<file path="config.mk">
export PLATFORM = sky130hd
export DESIGN_NAME = dlr_mac
export DESIGN_NICKNAME = d
export VERILOG_FILES = /design/src/dlr_pkg.sv /design/src/dlr_mac.sv
export SDC_FILE = /design/constraint.sdc
export NUM_CORES = 1
export LEC_CHECK = 0
export BUFFER_PORTS_ARGS = -buffer_cell sky130_fd_sc_hd__buf_4
export CORE_UTILIZATION = 55
export CTS_CLUSTER_DIAMETER = 100
export DETAILED_ROUTE_END_ITERATION = 10
export PLACE_DENSITY = 0.75
export SLEW_MARGIN = 20
export SYNTH_ARGS = -nofsm -noshare
export SYNTH_HDL_FRONTEND = slang
export SYNTH_SLANG_ARGS = --single-unit
export TNS_END_PERCENT = 10
</file>
<file path="constraint.sdc">
create_clock -name aclk -period 14.3 [get_ports aclk]
set_input_delay 2.145 -clock aclk [delete_from_list [all_inputs] [get_ports aclk]]
set_output_delay 2.145 -clock aclk [all_outputs]
set_load 0.05 [all_outputs]
</file>
<file path="src/dlr_pkg.sv">
// ----------------------------------------------------------------------------
// dlr_pkg: shared definitions for the dense layer with ReLU
// Sizes, field widths, item kinds, register indexes and internal types.
// ----------------------------------------------------------------------------
package dlr_pkg;

    localparam int MAX_INPUTS  = 1024;
    localparam int MAX_NEURONS = 16;
    localparam int DATA_WIDTH  = 16;

    localparam int AI_W = (MAX_INPUTS  > 1) ? $clog2(MAX_INPUTS)  : 1;
    localparam int NB_W = (MAX_NEURONS > 1) ? $clog2(MAX_NEURONS) : 1;
    localparam int CI_W = AI_W + 1;
    localparam int CN_W = NB_W + 1;
    localparam int WDEPTH = MAX_NEURONS * MAX_INPUTS;
    localparam int WA_W   = $clog2(WDEPTH);

    localparam int FRAC_BITS = 8;
    localparam int ACC_W     = 2 * DATA_WIDTH + AI_W + 1;
    localparam int ACT_W     = DATA_WIDTH - 1;
    localparam int ACT_MAX   = (1 << (DATA_WIDTH - 1)) - 1;

    localparam int KIND_W       = 2;
    localparam int NEURON_IDX_W = 4;
    localparam int INPUT_IDX_W  = 10;
    localparam int VALUE_W      = 16;
    localparam int OUT_NEURON_W = 4;
    localparam int ACT_FIELD_W  = 15;
    localparam int S_TDATA_W    = 32;
    localparam int M_TDATA_W    = 24;

    localparam int CFG_IC_W    = 11;
    localparam int CFG_NC_W    = 5;
    localparam int CFG_DATA_W  = 11;
    localparam int CFG_INDEX_W = 2;
    localparam int IC_RESET    = 784;
    localparam int NC_RESET    = 12;

    typedef enum logic [KIND_W-1:0] {
        KIND_WEIGHT     = 2'd0,
        KIND_BIAS       = 2'd1,
        KIND_ACTIVATION = 2'd2,
        KIND_COMPUTE    = 2'd3
    } kind_t;

    typedef enum logic [CFG_INDEX_W-1:0] {
        CFG_INPUT_COUNT  = 2'd0,
        CFG_NEURON_COUNT = 2'd1,
        CFG_RSVD_2       = 2'd2,
        CFG_RSVD_3       = 2'd3
    } cfg_index_t;

    typedef enum logic [2:0] {
        ST_IDLE,
        ST_LOAD,
        ST_RUN,
        ST_DRAIN,
        ST_EMIT
    } state_t;

    typedef struct packed {
        logic load_bias;
        logic in_valid;
    } mac_ctrl_t;

    typedef struct packed {
        logic p_valid;
    } mac_stat_t;

endpackage

</file>
<file path="src/dlr_mac.sv">
// ----------------------------------------------------------------------------
// dlr_mac: shared multiply-accumulate unit
// Registered signed product, then a wide accumulator preloaded with the bias.
// ----------------------------------------------------------------------------
module dlr_mac
    import dlr_pkg::*;
(
    input  logic                         aclk,
    input  logic                         aresetn,
    input  mac_ctrl_t                    ctrl,
    input  logic signed [DATA_WIDTH-1:0] bias,
    input  logic signed [DATA_WIDTH-1:0] weight,
    input  logic signed [DATA_WIDTH-1:0] act,
    output mac_stat_t                    stat,
    output logic signed [ACC_W-1:0]      acc
);

    logic signed [2*DATA_WIDTH-1:0] p_reg;
    logic                           p_valid_reg;
    logic signed [ACC_W-1:0]        acc_reg;
    logic signed [ACC_W-1:0]        acc_next;
    logic signed [ACC_W-1:0]        bias_ext;

    always_comb begin
        bias_ext = ACC_W'(bias) <<< FRAC_BITS;
        acc_next = acc_reg;
        if (ctrl.load_bias) begin
            acc_next = bias_ext;
        end else if (p_valid_reg) begin
            acc_next = acc_reg + ACC_W'(p_reg);
        end
    end

    always_ff @(posedge aclk) begin
        if (!aresetn) begin
            p_valid_reg <= 1'b0;
        end else begin
            p_valid_reg <= ctrl.in_valid;
        end
    end

    always_ff @(posedge aclk) begin
        p_reg   <= weight * act;
        acc_reg <= acc_next;
    end

    assign stat.p_valid = p_valid_reg;
    assign acc          = acc_reg;

endmodule

</file>
==> flow_summary.toml <==
[layout]
area_growth_pct = 8.640
final_nets = 2055
largest_reg_flops = 43
antenna_cells = 0
instances_no_fill = 1956
drive_gt1_frac = 0.08513

[critical_path]
cp_slowest_stage_delay_ns = 0.75
cp.required_ns = 14.56
startpoint = "act[1]"
critPathLaunchType = "primary input"
worst_setup_path_end_kind = "register"
critPathMaxFanout = 16
worstPathArrival_ns = 8.03
reg2reg_depth = 9
crit_chain = "buf_4 > nand2_1 > inv_1 > fa_1 > fa_1 > fa_1 > fa_1 > fa_1 > fa_1 > ha_1 > and2_1 > a221o_1 > a21oi_1 > a211oi_1 > o31ai_1 > o2111ai_1 > a21oi_1 > xnor2_1"
path_class = "primary input to register"
r2r-start = "acc[11]"
slowest_stage = "fa_1"
worst_path_most_repeated_cell = "fa_1"

[global_routing]
overflow = 0
grt_max_degree = 37
grt_antenna_before_repair = 0
track_usage = 0.2565
grt_pass1_wl_mm = 54.15
grt_pass1_vias = 10950

[route]
first_iter_violations = 857
wl_met1_mm = 14.22
route.met2.wl_mm = 16.54
ant_nets = 0
vias = 10920
drt_pass1_iterations = 6
wl_met3_mm = 1.877
drc = 0
vias_per_cell = 5.581
avgRoutedWirePerCell_um = 17.16
top_layer = "met4"
routed_wirelength_mm = 33.57

[logic_synthesis]
yosysMostFrequentCell = "inv_1"
postSynthNetCount = 1995
synth_edf_count = 35
yosys_warnings = 0
synth_area_sq_mm = 0.01448
synth_cell_types = 77
syn_area_per_cell_sq_um = 9.307
synth_flop_cell = "dfxtp_1"
yosysTopAreaCell = "fa_1"
ys_ff_latch = 76
synthCells = 1556
synthTopCellsByCount = "291 x inv_1, 263 x fa_1, 159 x nand2_1"
synth_area_leaders = "fa_1 36%, ha_1 11%, inv_1 7.5%"
synth.top_cell.area_share = 0.3636
synthArstFlopShare = 0
yosysSeqAreaShare = 0.1293

[sta]
hold_viol_final = 0
clock_skew_ns = 0.01559
worst_pin_slew_ns = 0.8882
rsz0062_at_grt = "false"
period_needed_ns = 7.766
fmax_mhz = 128.8
slew_headroom = 0.4079
maxSlewViolCount = 0
setup_tns_ns = 0
finalCritPeriodShare = 0.5431
finalSetupViolations = 0

[placement]
place_inst = 1940
dp.final_hpwl_mm = 27.43
port_buffers = 95
routabilityCongestion = 0.9257

[clock_tree]
cts_resized = 0
worstSkewPairLatency_ns = 0.34
cts_buffers = 9
ctsHtreeMaxLevel = 3
root_buffer = "clkbuf_16"
postCtsHoldBufs = 0
clkTransAtPathRegs_ns = 0.07
cts_sinks = 76
postCtsSetupRepairBufs = 0
max-clock-path-buffers = 2
cts_tree = "done"

[floorplanning]
core_sq_mm = 0.02591
initial_core_util = 0.5589
row_count = 59
dieWidth_um = 164.3
ios = 96
die_y_um = 164.3
die-area_sq_mm = 0.02698

[hold_path]
hold_depth = 2
hold_class = "register to register"
worstHoldStart = "acc[4]"

[job]
cap_viol_max_count = 0

[outcome]
status = "finished clean"
==> cells by family (layout without fill, tap and decap cells) <==
family,count (synthesis),count (layout),synth area share
XOR/XNOR,60,60,0.03629
AO/OA/AOI/OAI,265,265,0.1257
adder cells (fa/ha/maj),387,387,0.4707
buffers and inverters,339,404,0.09020
multiplexers,3,3,0.002074
AND/OR/NAND/NOR,426,426,0.1458
flip-flops,76,76,0.1293
==> worst paths after layout <==
kind	endpoint	slack, ns
max	p_reg[31]	6.53
min reg2reg	acc[4]	0.49
min	acc[4]	0.49
max reg2reg	acc[39]	10.88
==> layer usage <==
layer	up-vias	global-route usage
li1	5104	-
met1	5379	0.3335
met2	374	0.4469
met3	59	0.02955
met4	0	0.07828
met5	-	0
==> worst max-delay path: cells and delay by family <==
family | cells | cell delay, ns
adders and majority gates | 7 | 3.56
AOI/OAI and AO/OA | 6 | 1.59
and+or+nand+nor | 2 | 0.32
buffers and inverters | 2 | 0.27
xor gates and xnor gates | 1 | 0.15
==> through the flow <==
step / worst slack, ns / instance area, sq um / utilization / hold WS (ns)
2_1_floorplan: 6.695 / 14480 / - / 0.5508
5_1_grt: 6.191 / 15730 / 0.6072 / 0.5109
3_5_place_dp: 6.191 / 15410 / 0.5948 / 0.4890
3_3_place_gp: 6.419 / 15410 / 0.5948 / 0.4831
6_report: 6.534 / 15730 / 0.6072 / 0.4948
4_1_cts: 6.534 / 15730 / 0.6072 / 0.4959
==> final cells by class <==
cell class / count / area [sq um]
sequential: 76 / 1872
fill: 2198 / 10180
timing repair buffer: 96 / 720.7
clock inverter: 7 / 96.34
tap: 335 / 419.2
clock buffer: 9 / 225.2
multi-input combinational: 1141 / 11300
inverter: 292 / 1096
==> layout by cell type (no fill, tap or decap), types with 4 or more instances in the layout <==
cell type  instances
buf_4             96
o21bai_1           9
inv_1            291
o31ai_1            7
a211oi_1          14
a31oi_1            8
clkbuf_16          9
a21boi_0           5
or3_1              5
nor3_1            13
xnor2_1           39
nor2_1            58
o211ai_1           7
a21o_1            34
nor2b_1            8
nand2_1          159
edfxtp_1          35
and2_1           126
nand4_1            4
nand2b_1           8
or2_2              5
dfxtp_1           41
o2111ai_1          5
ha_1             124
nand3_1           18
xor2_1            21
a21oi_1           61
and3_1             4
o21a_1            13
o21ai_0           57
fa_1             263
Power is left out: the tool's default activity adds up to more than one toggle a clock period on the data nets, which glitch-free logic cannot reach.
